===== config.mk =====
export PLATFORM = sky130hd
export DESIGN_NAME = rgb555_sprite_rle_converter
export DESIGN_NICKNAME = d
export VERILOG_FILES = /design/src/sv/rsc_pkg.sv /design/src/sv/rsc_front.sv /design/src/sv/rsc_fifo.sv /design/src/sv/rsc_back.sv /design/src/sv/rgb555_sprite_rle_converter.sv
export SDC_FILE = /design/constraint.sdc
export NUM_CORES = 1
export LEC_CHECK = 0
export ABC_CLOCK_PERIOD_IN_PS = 3100
export BUFFER_PORTS_ARGS = -buffer_cell sky130_fd_sc_hd__buf_2
export CORE_UTILIZATION = 56
export CTS_BUF_LIST = sky130_fd_sc_hd__clkbuf_2
export DETAILED_ROUTE_END_ITERATION = 16
export PLACE_DENSITY_LB_ADDON = 0.25
export SLEW_MARGIN = 40
export SYNTH_ARGS = -nofsm -noshare
export SYNTH_HDL_FRONTEND = slang
export SYNTH_SLANG_ARGS = --single-unit

===== constraint.sdc =====
create_clock -name clk -period 3.1 [get_ports clk]
set_input_delay 0.62 -clock clk [delete_from_list [all_inputs] [get_ports clk]]
set_output_delay 0.62 -clock clk [all_outputs]
set_load 0.1 [all_outputs]

===== src/sv/rsc_pkg.sv =====
`default_nettype none
// ---------------------------------------------------------------------------
// rsc_pkg
// shared types and constants of the rgb555 sprite stream converter
// ---------------------------------------------------------------------------
package rsc_pkg;

	localparam int QUEUE_DEPTH = 4;

	// configuration register indexes
	localparam logic REG_DECODE_MODE  = 1'b0;
	localparam logic REG_PREFIX_BYTES = 1'b1;

	// decode modes
	localparam logic [1:0] MODE_RAW   = 2'd0;
	localparam logic [1:0] MODE_RLE   = 2'd1;
	localparam logic [1:0] MODE_MIXED = 2'd2;

	localparam logic [7:0] CTRL_SKIP = 8'hFF;
	localparam logic [7:0] CTRL_NONE = 8'h00;

	typedef enum logic [2:0] {
		PH_START    = 3'd0,
		PH_RAW_HIGH = 3'd1,
		PH_SKIP     = 3'd2,
		PH_RUN_LOW  = 3'd3,
		PH_RUN_HIGH = 3'd4
	} phase_t;

	typedef struct packed {
		logic [7:0] data_byte;
		logic       image_start;
	} in_item_t;

	typedef struct packed {
		logic [31:0] out_word;
		logic        is_pixel;
	} out_item_t;

	// classified word between parser and output stage
	typedef struct packed {
		logic        is_pixel;
		logic [15:0] value;
	} cmd_t;

endpackage

`default_nettype wire


===== src/sv/rsc_front.sv =====
`default_nettype none
// ---------------------------------------------------------------------------
// rsc_front
// byte parser: tracks raw/run-length phase and classifies each byte
// ---------------------------------------------------------------------------
module rsc_front
	import rsc_pkg::*;
(
	input  wire logic       clk,
	input  wire logic       arst_n,
	input  wire logic       cfg_we,
	input  wire logic       cfg_index,
	input  wire logic [23:0] cfg_data,
	input  wire logic       take,
	input  wire in_item_t   item,
	output logic            cmd_valid,
	output cmd_t            cmd
);

	logic [1:0]  decode_mode_q;
	logic [23:0] prefix_bytes_q;
	phase_t      phase_q, phase_n, ph;
	logic [7:0]  low_q, low_n;
	logic [7:0]  left_q, left_n;
	logic [23:0] prefix_q, prefix_n, pc, pc_inc;
	logic [7:0]  b;
	logic        rle;

	always_ff @(posedge clk or negedge arst_n) begin
		if (!arst_n) begin
			decode_mode_q  <= MODE_RAW;
			prefix_bytes_q <= '0;
		end else if (cfg_we) begin
			case (cfg_index)
				REG_DECODE_MODE:  decode_mode_q  <= cfg_data[1:0];
				REG_PREFIX_BYTES: prefix_bytes_q <= cfg_data;
				default: ;
			endcase
		end
	end

	always_ff @(posedge clk or negedge arst_n) begin
		if (!arst_n) begin
			phase_q  <= PH_START;
			low_q    <= '0;
			left_q   <= '0;
			prefix_q <= '0;
		end else if (take) begin
			phase_q  <= phase_n;
			low_q    <= low_n;
			left_q   <= left_n;
			prefix_q <= prefix_n;
		end
	end

	always_comb begin
		b        = item.data_byte;
		// image start clears the parser before the byte is taken
		ph       = item.image_start ? PH_START : phase_q;
		pc       = item.image_start ? 24'd0 : prefix_q;
		pc_inc   = (pc == '1) ? pc : pc + 24'd1;
		phase_n  = ph;
		low_n    = low_q;
		left_n   = item.image_start ? 8'd0 : left_q;
		prefix_n = pc;
		rle      = 1'b0;
		cmd_valid     = 1'b0;
		cmd.is_pixel  = 1'b0;
		cmd.value     = {8'd0, b};
		case (ph)
			PH_RAW_HIGH: begin
				prefix_n     = pc_inc;
				phase_n      = PH_START;
				cmd_valid    = 1'b1;
				cmd.is_pixel = 1'b1;
				cmd.value    = {b, low_q};
			end
			PH_SKIP: begin
				phase_n   = PH_START;
				cmd_valid = 1'b1;
			end
			PH_RUN_LOW: begin
				low_n   = b;
				phase_n = PH_RUN_HIGH;
			end
			PH_RUN_HIGH: begin
				left_n       = left_q - 8'd1;
				phase_n      = (left_n == 8'd0) ? PH_START : PH_RUN_LOW;
				cmd_valid    = 1'b1;
				cmd.is_pixel = 1'b1;
				cmd.value    = {b, low_q};
			end
			default: begin
				phase_n = PH_START;
				if (decode_mode_q == MODE_RLE)
					rle = 1'b1;
				else if (decode_mode_q == MODE_MIXED)
					rle = (pc >= prefix_bytes_q);
				if (!rle) begin
					prefix_n = pc_inc;
					low_n    = b;
					phase_n  = PH_RAW_HIGH;
				end else begin
					cmd_valid = 1'b1;
					if (b == CTRL_SKIP) begin
						phase_n = PH_SKIP;
					end else if (b != CTRL_NONE) begin
						left_n  = b;
						phase_n = PH_RUN_LOW;
					end
				end
			end
		endcase
	end

	// a run never sits in its pixel phases with nothing left to emit
	a_run_nonzero: assert property (@(posedge clk) disable iff (!arst_n)
		(phase_q == PH_RUN_LOW || phase_q == PH_RUN_HIGH) |-> left_q != 8'd0)
		else $error("run phase with zero pixels left");

endmodule

`default_nettype wire


===== src/sv/rsc_fifo.sv =====
`default_nettype none
// ---------------------------------------------------------------------------
// rsc_fifo
// short command queue between parser and output stage
// ---------------------------------------------------------------------------
module rsc_fifo
	import rsc_pkg::*;
#(
	parameter int DEPTH = QUEUE_DEPTH
)(
	input  wire logic clk,
	input  wire logic arst_n,
	input  wire logic wr_en,
	input  wire cmd_t wr_data,
	input  wire logic rd_en,
	output cmd_t      rd_data,
	output logic      full,
	output logic      empty
);

	localparam int PW = (DEPTH > 1) ? $clog2(DEPTH) : 1;
	localparam int CW = $clog2(DEPTH + 1);
	localparam logic [PW-1:0] LAST = PW'(DEPTH - 1);

	cmd_t          mem_q [DEPTH];
	logic [PW-1:0] wr_ptr_q, rd_ptr_q;
	logic [CW-1:0] count_q;

	assign full    = (count_q == CW'(DEPTH));
	assign empty   = (count_q == '0);
	assign rd_data = mem_q[rd_ptr_q];

	always_ff @(posedge clk) begin
		if (wr_en)
			mem_q[wr_ptr_q] <= wr_data;
	end

	always_ff @(posedge clk or negedge arst_n) begin
		if (!arst_n) begin
			wr_ptr_q <= '0;
			rd_ptr_q <= '0;
			count_q  <= '0;
		end else begin
			if (wr_en)
				wr_ptr_q <= (wr_ptr_q == LAST) ? '0 : wr_ptr_q + PW'(1);
			if (rd_en)
				rd_ptr_q <= (rd_ptr_q == LAST) ? '0 : rd_ptr_q + PW'(1);
			if (wr_en && !rd_en)
				count_q <= count_q + CW'(1);
			else if (rd_en && !wr_en)
				count_q <= count_q - CW'(1);
		end
	end

	a_no_overflow: assert property (@(posedge clk) disable iff (!arst_n)
		!(wr_en && full))
		else $error("queue written while full");

	a_no_underflow: assert property (@(posedge clk) disable iff (!arst_n)
		!(rd_en && empty))
		else $error("queue read while empty");

	a_count_bound: assert property (@(posedge clk) disable iff (!arst_n)
		count_q <= CW'(DEPTH))
		else $error("queue count beyond depth");

	a_count_up: assert property (@(posedge clk) disable iff (!arst_n)
		(wr_en && !rd_en) |=> count_q == $past(count_q) + CW'(1))
		else $error("queue count did not follow a write");

endmodule

`default_nettype wire


===== src/sv/rsc_back.sv =====
`default_nettype none
// ---------------------------------------------------------------------------
// rsc_back
// output stage: widens rgb555 pixels to argb8888, zero-extends control bytes and holds the result
// ---------------------------------------------------------------------------
module rsc_back
	import rsc_pkg::*;
(
	input  wire logic  clk,
	input  wire logic  arst_n,
	input  wire logic  cmd_empty,
	input  wire cmd_t  cmd,
	output logic       cmd_rd,
	input  wire logic  pop,
	output logic       empty,
	output out_item_t  result
);

	logic      valid_q;
	out_item_t result_q;
	out_item_t conv;

	// each 5-bit channel gets its own top three bits appended
	function automatic logic [31:0] widen(input logic [15:0] c);
		widen = {8'hFF, c[14:10], c[14:12], c[9:5], c[9:7], c[4:0], c[4:2]};
	endfunction

	always_comb begin
		conv.is_pixel = cmd.is_pixel;
		conv.out_word = cmd.is_pixel ? widen(cmd.value) : {24'd0, cmd.value[7:0]};
	end

	assign cmd_rd = !cmd_empty && (!valid_q || pop);
	assign empty  = !valid_q;
	assign result = result_q;

	always_ff @(posedge clk or negedge arst_n) begin
		if (!arst_n)
			valid_q <= 1'b0;
		else if (cmd_rd)
			valid_q <= 1'b1;
		else if (pop)
			valid_q <= 1'b0;
	end

	always_ff @(posedge clk) begin
		if (cmd_rd)
			result_q <= conv;
	end

endmodule

`default_nettype wire


===== src/sv/rgb555_sprite_rle_converter.sv =====
`default_nettype none
// ---------------------------------------------------------------------------
// rgb555_sprite_rle_converter
// rgb555 sprite byte stream to argb8888 words, raw / run-length / mixed
// ---------------------------------------------------------------------------
// a result word passes the command queue and then the output register to the result ports
// throughput: one byte per cycle while full is low, set by the byte parser
// full rises only when the command queue (DEPTH entries) and output stage fill
// reset (arst_n low) clears parser, queue, output stage and both registers
module rgb555_sprite_rle_converter
	import rsc_pkg::*;
#(
	parameter int DEPTH = QUEUE_DEPTH
)(
	input  wire logic        clk,
	input  wire logic        arst_n,
	input  wire logic        cfg_we,
	input  wire logic        cfg_index,
	input  wire logic [23:0] cfg_data,
	input  wire logic        push,
	output logic             full,
	input  wire in_item_t    item,
	output logic             empty,
	input  wire logic        pop,
	output out_item_t        result
);

	logic take;
	logic cmd_valid;
	cmd_t cmd_in, cmd_out;
	logic q_empty, q_rd;

	assign take = push && !full;

	rsc_front u_front (
		.clk       (clk),
		.arst_n    (arst_n),
		.cfg_we    (cfg_we),
		.cfg_index (cfg_index),
		.cfg_data  (cfg_data),
		.take      (take),
		.item      (item),
		.cmd_valid (cmd_valid),
		.cmd       (cmd_in)
	);

	rsc_fifo #(
		.DEPTH (DEPTH)
	) u_fifo (
		.clk     (clk),
		.arst_n  (arst_n),
		.wr_en   (take && cmd_valid),
		.wr_data (cmd_in),
		.rd_en   (q_rd),
		.rd_data (cmd_out),
		.full    (full),
		.empty   (q_empty)
	);

	rsc_back u_back (
		.clk       (clk),
		.arst_n    (arst_n),
		.cmd_empty (q_empty),
		.cmd       (cmd_out),
		.cmd_rd    (q_rd),
		.pop       (pop),
		.empty     (empty),
		.result    (result)
	);

endmodule

`default_nettype wire


==> flow_summary.yaml, run 1 <==
clocking:
  clk_latency_ps: 740
  htreeDepth: 4
  cts_buffer_depth: 2
  clock-sinks: 160
  cts-root-buf: "clkbuf_2"
  cts_tree: "yes"
  cts_inserted_buffers: 17
  clkTransAtPathRegs_ps: 230
floorplanning:
  pin_count: 74
  die_y_um: 123
  rows: 43
  dieArea_um2: 15200
  initial_utilization: 0.584
  die_w_um: 123
  coreArea_um2: 14100
synth:
  async_flop_share: 0.481
  syn_area_um2: 8230
  ys_seq_area_frac: 0.537
  synth_area_leaders: "edfxtp_1 (30%), dfrtp_1 (23%), mux2_2 (5.3%), ha_1 (4.9%), mux4_2 (4.1%)"
  ys_ff_latch: 160
  synth.top_cell.area_share: 0.303
  yosys.area.top_type: "edfxtp_1"
  synth_cell_types: 76
  yosys_warnings: 0
  ys.flop_type: "edfxtp_1"
  syn_area_per_cell_um2: 12.1
  syn_nets: 750
  synthCells: 678
  synth-edff-count: 83
detailed_routing:
  dr.pass1.iters: 5
  wire_per_inst_um: 18.0
  drc: 0
  viasPerCell: 5.92
  drtIter0Drc: 504
  vias: 6006
  drtAntennaViolNets: 0
  drt_wl_total_um: 18300
sta:
  setup_viol: 2
  tightest_slew_ps: 730
  fin_ws_ps: -6.86
  relSlewSlack: 0.514
  rsz0062_at_grt: "yes"
  fin_crit_ps: 3110
  hold_violations: 0
  worst_clock_skew_ps: 34.3
  drv_slew: 0
  fmax_ghz: 0.322
  layout_worst_path_cycle_share: 1.00
grt:
  grt_pass1_wl_um: 29600
  grt_start_max_net_pins: 78
  grt_usage: 0.259
  grt_overflow: 0
  antenna_found_initial: 1
  grt_pass1_vias: 6111
layout:
  final_area_um2: 9850
  areaGrowthSynthToFinish_pct: 19.7
  multi_input_area_um2: 3670
  layout.cells.non_filler: 1014
  utilization: 0.699
  fill_cells: 1008
  regArea_um2: 4420
  layout.nets: 892
  drive_gt1_frac: 0.365
pwr:
  powerDensity_nw_per_um2: 865
  peakVddDrop_uv: 498
  p_leak_nw: 4.24
placed_design:
  dp_cells: 970
  place_area_um2: 9340
  place_ws_ps: -699
  hpwl_um: 13000
  gp_congestion: 0.862
  port_buffers: 73
run:
  cap_violations: 0
critical_path:
  end_kind: "flip-flop"
  cp_max_fo: 3
  crit_arrival_ps: 3790
  worst-setup-path-type: "reg2reg"
  cp.required_ps: 3790
  start_kind: "flip-flop"
worst_hold_path:
  min_path_type: "in2reg"
status:
  violations: "negative setup slack"
  status: "finished with violations"
## Yosys cell counts (all sizes together) (4+ instances only)
| cell | number |
|---|---|
| and2 | 14 |
| o21ai | 19 |
| a21oi | 27 |
| and3 | 18 |
| nand4 | 7 |
| a31oi | 6 |
| xnor2 | 5 |
| nor2b | 38 |
| a221o | 7 |
| mux2 | 49 |
| nand2 | 41 |
| mux4 | 15 |
| nand2b | 5 |
| edfxtp | 83 |
| o311ai | 4 |
| mux2i | 4 |
| dfrtp | 77 |
| buf | 26 |
| o211ai | 4 |
| nor4 | 6 |
| ha | 32 |
| clkbuf | 17 |
| a21o | 7 |
| nor2 | 29 |
| inv | 39 |
| nor3 | 24 |
| or4 | 5 |
| nand3 | 21 |
## routing by layer
| layer | wire length (µm) | GRT usage | part of all wire | up-vias |
|---|---|---|---|---|
| met2 | 9640 | 0.459 | 0.53 | 200 |
| met4 | 602 | 0.123 | 0.033 | 0 |
| met5 | 0 | 0 | 0 | - |
| met3 | 817 | 0.0475 | 0.045 | 51 |
| li1 | - | - | - | 2793 |
| met1 | 7240 | 0.302 | 0.40 | 2962 |
## cell usage in the layout, fill, tap and decap left out, types with 5 or more instances in the layout
master | synthesis | final
a21o_1 | 7 | 7
mux4_2 | 15 | 15
o21ai_1 | 6 | 6
nor2b_1 | 37 | 28
nor2_1 | 28 | 28
nand2_1 | 39 | 39
dfrtp_1 | 77 | 77
ha_4 | 0 | 6
a21oi_1 | 25 | 21
xnor2_1 | 5 | 5
nor4_1 | 5 | 5
buf_2 | 3 | 72
or4_1 | 5 | 5
buf_12 | 0 | 5
nand4_1 | 7 | 7
nor2b_4 | 1 | 6
inv_1 | 38 | 37
nor3_1 | 23 | 22
mux2_2 | 39 | 39
mux2_1 | 10 | 10
ha_1 | 32 | 26
edfxtp_1 | 83 | 83
clkbuf_2 | 0 | 20
a21oi_2 | 2 | 5
nand3_1 | 20 | 19
a31oi_1 | 6 | 6
a221o_1 | 7 | 7
o21ai_0 | 13 | 11
nand2b_1 | 5 | 5
and3_1 | 18 | 17
buf_4 | 17 | 83
and2_1 | 13 | 9
## timing repair
item,in CTS,in global routing
resized for setup,16,16
hold buffers,1,1
buffers inserted,6,3
endpoints found under the setup margin,3,20
endpoints found under the hold margin,77,1
pin swaps,18,12
## report_power, final
group | total, mW | switching [mW] | internal, mW | leakage (nW)
registers | 3.17 | 0.308 | 2.87 | 1.74
logic | 4.21 | 2.93 | 1.28 | 2.36
clock network | 1.13 | 0.749 | 0.385 | 0.139
total | 8.52 | 3.98 | 4.54 | 4.24
## state kept, by name, indices dropped and copies added (netlist names)
name / cells
u_back.result: 19
u_back.valid_q: 1
u_fifo.count_q: 3
u_fifo.mem_q: 64
u_fifo.rd_ptr_q: 2
u_fifo.wr_ptr_q: 2
u_front.decode_mode_q: 2
u_front.left_q: 8
u_front.low_q: 8
u_front.phase_q: 3
u_front.prefix_bytes_q: 24
u_front.prefix_q: 24
## metrics by stage
step                      power (mW)  TNS [ps]  hold WS [ps]
after floorplan                 6.57     -7970           324
after global placement          7.23    -34310           468
after detailed placement        7.40    -47950           476
after CTS                       8.54     -22.0          26.6
after global routing            8.97      -273          26.3
final                           8.52     -7.05          99.7
## final cells by class
| cell class | instances | share of cell area |
|---|---|---|
| well taps | 180 | 0.0229 |
| repair buffers | 166 | 0.117 |
| flip-flops and latches | 160 | 0.449 |
| diodes | 1 | 0.000254 |
| clock buffers | 20 | 0.0102 |
| inverters | 40 | 0.0152 |
| clock inverters | 12 | 0.0137 |
| multi-input cells | 435 | 0.373 |
## cells by family after synthesis
logic type | count (synthesis) | share of synthesized area
muxes | 68 | 0.113
AOI/OAI and AO/OA | 109 | 0.0993
and+or+nand+nor | 217 | 0.144
adders and majority gates | 33 | 0.0511
DFF | 160 | 0.537
buffers and inverters | 83 | 0.0470
xor gates and xnor gates | 8 | 0.00851
## final timing paths
kind | startpoint | end | slack (ps) | cells after the start
max | u_front.prefix_q[18] | u_fifo.count_q[2] | -7 | 15
min reg2reg | u_fifo.count_q[2] | u_fifo.count_q[2] | 510 | 1
min in group asynchronous | arst_n | u_front.prefix_bytes_q[10] | 460 | 2
max reg2reg | u_front.prefix_q[18] | u_fifo.count_q[2] | -7 | 15
min | cfg_data[13] | u_front.prefix_bytes_q[13] | 100 | 2
max in group asynchronous | arst_n | u_front.prefix_q[22] | 2150 | 2
## critical path: stages (launching register included)
cell,delay [ps]
dfrtp_1,470
nor2b_1,180
ha_1,310
nand2_1,100
nor3_4,240
buf_4,160
a21boi_4,210
o31ai_4,100
a22o_1,290
nor2_4,150
ha_4,140
inv_2,30
fa_2,320
xor2_1,140
nor2_1,110
xor2_1,140
Note: power is estimated with default switching activity, not from simulation.
==> inputs of run 2 (changes only) <==
--- a/config.mk
+++ b/config.mk
@@ -7,10 +7,13 @@
 export LEC_CHECK = 0
 export ABC_CLOCK_PERIOD_IN_PS = 3100
 export BUFFER_PORTS_ARGS = -buffer_cell sky130_fd_sc_hd__buf_2
-export CORE_UTILIZATION = 56
+export CELL_PAD_IN_SITES_DETAIL_PLACEMENT = 1
+export CELL_PAD_IN_SITES_GLOBAL_PLACEMENT = 1
+export CORE_UTILIZATION = 45
 export CTS_BUF_LIST = sky130_fd_sc_hd__clkbuf_2
 export DETAILED_ROUTE_END_ITERATION = 16
 export PLACE_DENSITY_LB_ADDON = 0.25
+export REMOVE_ABC_BUFFERS = 1
 export SLEW_MARGIN = 40
 export SYNTH_ARGS = -nofsm -noshare
 export SYNTH_HDL_FRONTEND = slang
==> flow_summary.yaml, run 2 (synthesis results as in run 1) <==
worst_hold_path:
  holdPathStages: 2
  min_to: "u_front.prefix_bytes_q[10]"
  min_path_type: "in2reg"
  holdCritStartpoint: "cfg_data[10]"
floorplanning:
  pin_count: 74
  rows: 49
  initial_utilization: 0.458
  coreArea_um2: 18000
  die_y_um: 137
  dieArea_um2: 18800
  die_w_um: 137
detailed_routing:
  drtAntennaViolNets: 0
  dr.pass1.iters: 4
  drt_wl_total_um: 21400
  wl_met2_um: 12000
  wire_per_inst_um: 19.8
  dr_wl_met3_um: 574
  vias: 6074
  drtIter0Drc: 279
  drc: 0
  viasPerCell: 5.61
  highest_layer: "met4"
  wl_met1_um: 8510
pwr:
  p_switching_mw: 4.18
  p_leak_nw: 4.34
  clock_power_share: 0.135
  powerDensity_nw_per_um2: 868
  sw_frac_of_total: 0.479
  peakVddDrop_uv: 934
  combPwrFrac: 0.501
  p_seq_frac: 0.364
  internal_power_mw: 4.54
sta:
  rsz0062_at_grt: "yes"
  layout_worst_path_cycle_share: 1.05
  worst_clock_skew_ps: 64.0
  relSlewSlack: 0.564
  fin_crit_ps: 3260
  fin_ws_ps: -163
  setup_tns_ps: -209
  setup_viol: 2
  drv_slew: 0
  fmax_ghz: 0.306
  hold_violations: 0
  tightest_slew_ps: 654
placed_design:
  hpwl_um: 14900
  gp_congestion: 0.829
  place_area_um2: 9350
  port_buffers: 73
status:
  violations: "negative setup slack"
  status: "finished with violations"
critical_path:
  cp_max_fo: 3
  reg2reg_depth: 15
  start_kind: "flip-flop"
  worst-setup-path-type: "reg2reg"
  crit_arrival_ps: 3940
  rrSetupSlack_ps: -160
  end_kind: "flip-flop"
  r2r-end: "u_fifo.count_q[2]"
  rr_startpoint: "u_front.prefix_q[13]"
  cp.required_ps: 3780
grt:
  antenna_found_initial: 1
  grt_pass1_wl_um: 33400
  grt_overflow: 0
  grt_usage: 0.235
  grt_start_max_net_pins: 78
  grt_pass1_vias: 6516
clocking:
  cts_buffer_depth: 2
  cts_tree: "yes"
  clkTransAtPathRegs_ps: 260
  htreeDepth: 4
  cts-root-buf: "clkbuf_2"
  clk_latency_ps: 770
  cts_inserted_buffers: 17
  clock-sinks: 160
layout:
  final_cell_mix: "buf_4 (102), edfxtp_1 (83), dfrtp_1 (77), buf_2 (71), mux2_2 (38)"
  layout.nets: 912
  largest_reg_flops: 64
  areaGrowthSynthToFinish_pct: 22.1
  largest_register: "u_fifo.mem_q"
  drive_gt1_frac: 0.374
  layout_commonest_cell: "buf_4"
  final_area_um2: 10000
  reg_top3: "u_fifo.mem_q (64), u_front.prefix_bytes_q (24), u_front.prefix_q (24)"
run:
  cap_violations: 0
==> run 2: changes by cell type in the layout (fill, tap and decap cells not counted), sizes merged <==
cell / previous run / this run
buf: 164 / 179
dlygate4sd3: 2 / 5
bufinv: 2 / 1
inv: 42 / 47
clkinv: 5 / 3
==> run 2: area by class of cell <==
cell class | count | area, µm²
diodes | 1 | 2.50
clock buffers | 18 | 90.1
clock inverters | 14 | 163
fillers | 1907 | 7920
inverters | 40 | 150
multi-input cells | 435 | 3620
flip-flops and latches | 160 | 4420
well taps | 229 | 287
repair buffers | 186 | 1320
==> run 2: what timing repair did <==
item,in CTS,in global routing
gates resized for setup,34,11
pin swaps,24,13
endpoints found under the hold margin,78,3
gates cloned,0,1
endpoints found under the setup margin,3,84
hold buffers,2,3
buffers inserted,17,8
==> run 2: power by group through the flow <==
stage | combinational, mW | sequential [mW] | clock [mW]
floorplan | 1.52 | 4.65 | 0
global placement | 4.09 | 3.17 | 0
detailed placement | 4.23 | 3.22 | 0
CTS | 4.34 | 3.18 | 1.21
global route | 4.64 | 3.25 | 1.30
finish | 4.37 | 3.17 | 1.18
==> run 2: worst max-delay path: stages (launching register included) <==
cell and delay, ps:
dfrtp_1 460, nor2b_4 150, ha_4 290, and4_4 240, and3_4 170, nand4_1 150, a21oi_2 220, o31ai_4 80
a22o_1 250, nor2_2 120, ha_2 200, inv_2 40, fa_2 330, xor2_1 160, nor2_1 150, xor2_1 190
==> run 2: per-stage QoR <==
step                      setup slack [ps]   util  hold WS (ps)  std cells  power (mW)
after floorplan                      -3270      -           324        635        6.17
after global placement                -670  0.520           468       1021        7.26
after detailed placement              -998  0.520           481       1021        7.46
after CTS                             -187  0.551         0.720       1072        8.73
after global routing                  -287  0.559          4.56       1083        9.19
final                                 -163  0.559          71.5       1083        8.72
==> run 2: worst max-delay path by stage <==
| stage | start | to | slack (ps) | depth (start not counted) |
|---|---|---|---|---|
| after floorplan | u_back.result[31] | result[0] | -3270 | 0 |
| after global placement | item[0] | u_fifo.count_q[2] | -670 | 16 |
| after detailed placement | item[0] | u_fifo.count_q[2] | -1000 | 16 |
| after CTS | u_front.prefix_q[14] | u_fifo.count_q[2] | -190 | 15 |
| after global routing | u_front.prefix_q[13] | u_fifo.count_q[2] | -290 | 15 |
| final | u_front.prefix_q[13] | u_fifo.count_q[2] | -160 | 15 |
==> run 2: routing by layer <==
layer	vias to the layer above	global-route usage
met1	3096	0.270
li1	2823	-
met3	32	0.0405
met2	123	0.439
met5	-	0
met4	0	0.0794
==> inputs of run 3 (changes only) <==
--- a/config.mk
+++ b/config.mk
@@ -5,12 +5,14 @@
 export SDC_FILE = /design/constraint.sdc
 export NUM_CORES = 1
 export LEC_CHECK = 0
-export ABC_CLOCK_PERIOD_IN_PS = 3100
+export ABC_CLOCK_PERIOD_IN_PS = 3730
 export BUFFER_PORTS_ARGS = -buffer_cell sky130_fd_sc_hd__buf_2
 export CELL_PAD_IN_SITES_DETAIL_PLACEMENT = 1
 export CELL_PAD_IN_SITES_GLOBAL_PLACEMENT = 1
-export CORE_UTILIZATION = 45
+export CORE_MARGIN = 2
+export CORE_UTILIZATION = 50
 export CTS_BUF_LIST = sky130_fd_sc_hd__clkbuf_2
+export CTS_CLUSTER_SIZE = 12
 export DETAILED_ROUTE_END_ITERATION = 16
 export PLACE_DENSITY_LB_ADDON = 0.25
 export REMOVE_ABC_BUFFERS = 1
==> constraint.sdc (replaced) <==
create_clock -name clk -period 3.73 [get_ports clk]
set_input_delay 0.746 -clock clk [delete_from_list [all_inputs] [get_ports clk]]
set_output_delay 0.746 -clock clk [all_outputs]
set_load 0.1 [all_outputs]
==> flow_summary.yaml, run 3 (synthesis results as in run 1) <==
detailed_routing:
  drt_wl_total_um: 19400
  drc: 0
  drtAntennaViolNets: 0
  drtIter0Drc: 181
  wire_per_inst_um: 19.3
  dr.pass1.iters: 4
  vias: 5757
  viasPerCell: 5.75
clocking:
  clock-sinks: 160
  cts_inserted_buffers: 17
  clkTransAtPathRegs_ps: 260
  cts_buffer_depth: 2
  htreeDepth: 4
  cts_resized: 0
  clk_latency_ps: 760
  cts_tree: "yes"
  cts-root-buf: "clkbuf_2"
  cts_setup_buffers: 0
layout:
  final_area_um2: 9300
  reg_top3: "u_fifo.mem_q (64), u_front.prefix_bytes_q (24), u_front.prefix_q (24)"
  areaGrowthSynthToFinish_pct: 13.0
  drive_gt1_frac: 0.284
  layout.nets: 844
  largest_register: "u_fifo.mem_q"
  layout_commonest_cell: "edfxtp_1"
  final_cell_mix: "edfxtp_1 (83), dfrtp_1 (76), buf_2 (72), buf_4 (40), mux2_2 (39)"
  largest_reg_flops: 64
pwr:
  internal_power_mw: 3.68
  p_switching_mw: 3.37
  sw_frac_of_total: 0.478
  power_mw: 7.05
  clock_power_share: 0.144
  p_leak_nw: 3.97
  powerDensity_nw_per_um2: 758
  peakVddDrop_uv: 766
  p_seq_frac: 0.380
  combPwrFrac: 0.476
placed_design:
  port_buffers: 73
  gp_congestion: 0.898
  hpwl_um: 14200
  place_area_um2: 9020
grt:
  grt_overflow: 0
  grt_pass1_wl_um: 32100
  grt_pass1_vias: 6323
  grt_usage: 0.233
  antenna_found_initial: 1
  grt_start_max_net_pins: 78
critical_path:
  crit_arrival_ps: 4100
  cp.required_ps: 4420
  start_kind: "flip-flop"
  worst-setup-path-type: "reg2reg"
  cp_max_fo: 6
  end_kind: "flip-flop"
sta:
  rsz0062_at_grt: "no"
  fin_crit_ps: 3400
  tightest_slew_ps: 722
  fmax_ghz: 0.294
  hold_violations: 0
  layout_worst_path_cycle_share: 0.912
  drv_slew: 0
  relSlewSlack: 0.519
  setup_viol: 0
  worst_clock_skew_ps: 33.5
worst_hold_path:
  min_path_type: "in2reg"
floorplanning:
  die_w_um: 132
  die_y_um: 132
  initial_utilization: 0.514
  pin_count: 74
  rows: 46
  dieArea_um2: 17500
  coreArea_um2: 16000
status:
  status: "finished clean"
run:
  cap_violations: 0
## run 3: timing repair
item,4_1_cts,5_1_grt
hold buffers,1,0
hold endpoints to repair,47,0
endpoints found under the setup margin,0,0
## run 3: per-stage QoR
stage	util	hold slack [ps]	cells	worst slack, ps	TNS, ps
global placement	0.563	467	968	-28.9	-47.9
floorplan	-	450	635	-2760	-120590
detailed placement	0.564	479	968	-217	-412
global route	0.581	125	1002	72.2	0
CTS	0.581	109	1001	353	0
finish	0.581	149	1002	328	0
## run 3: area by class of cell
type                    count  area, µm²
fillers                  1677       6710
flip-flops and latches    160       4420
multi-input cells         435       3430
repair buffers            118        762
well taps                 216        270
clock inverters            15        175
inverters                  40        150
clock buffers              17       85.1
diodes                      1       2.50
## run 3: final timing paths
| path | slack [ps] | from | end | cells after the start |
|---|---|---|---|---|
| max in group asynchronous | 2640 | arst_n | u_fifo.rd_ptr_q[0] | 2 |
| min in group asynchronous | 560 | arst_n | u_front.prefix_bytes_q[20] | 2 |
| worst min register to register | 530 | u_front.low_q[4] | u_front.low_q[4] | 1 |
| worst max-delay path | 330 | u_front.prefix_q[23] | u_fifo.count_q[2] | 15 |
| worst min-delay path | 150 | pop | u_back.valid_q | 2 |
| worst max register to register | 330 | u_front.prefix_q[23] | u_fifo.count_q[2] | 15 |
## run 3: routing by layer
layer | up-vias | global-route usage | wire [µm]
li1 | 2690 | - | -
met1 | 2898 | 0.275 | 7830
met2 | 145 | 0.433 | 10500
met3 | 24 | 0.0354 | 753
met4 | 0 | 0.0771 | 330
met5 | - | 0 | 0
## run 3: power by group through the flow
| stage | clock network [mW] | logic, mW | registers, mW |
|---|---|---|---|
| 2_1_floorplan | 0 | 1.26 | 3.91 |
| 3_3_place_gp | 0 | 3.25 | 2.68 |
| 3_5_place_dp | 0 | 3.37 | 2.73 |
| 4_1_cts | 1.04 | 3.38 | 2.69 |
| 5_1_grt | 1.10 | 3.56 | 2.74 |
| 6_report | 1.02 | 3.35 | 2.68 |
## run 3: critical path, cell delays in order (launching register included)
cell and delay [ps]:
dfrtp_1 490, nor2b_1 160, ha_1 310, nand4_1 130
nor3_1 320, nand4_1 210, a21oi_2 220, o31ai_4 100
a22o_1 250, nor2_2 110, ha_1 170, inv_1 50
fa_1 370, xor2_1 170, nor2_1 110, xor2_1 170
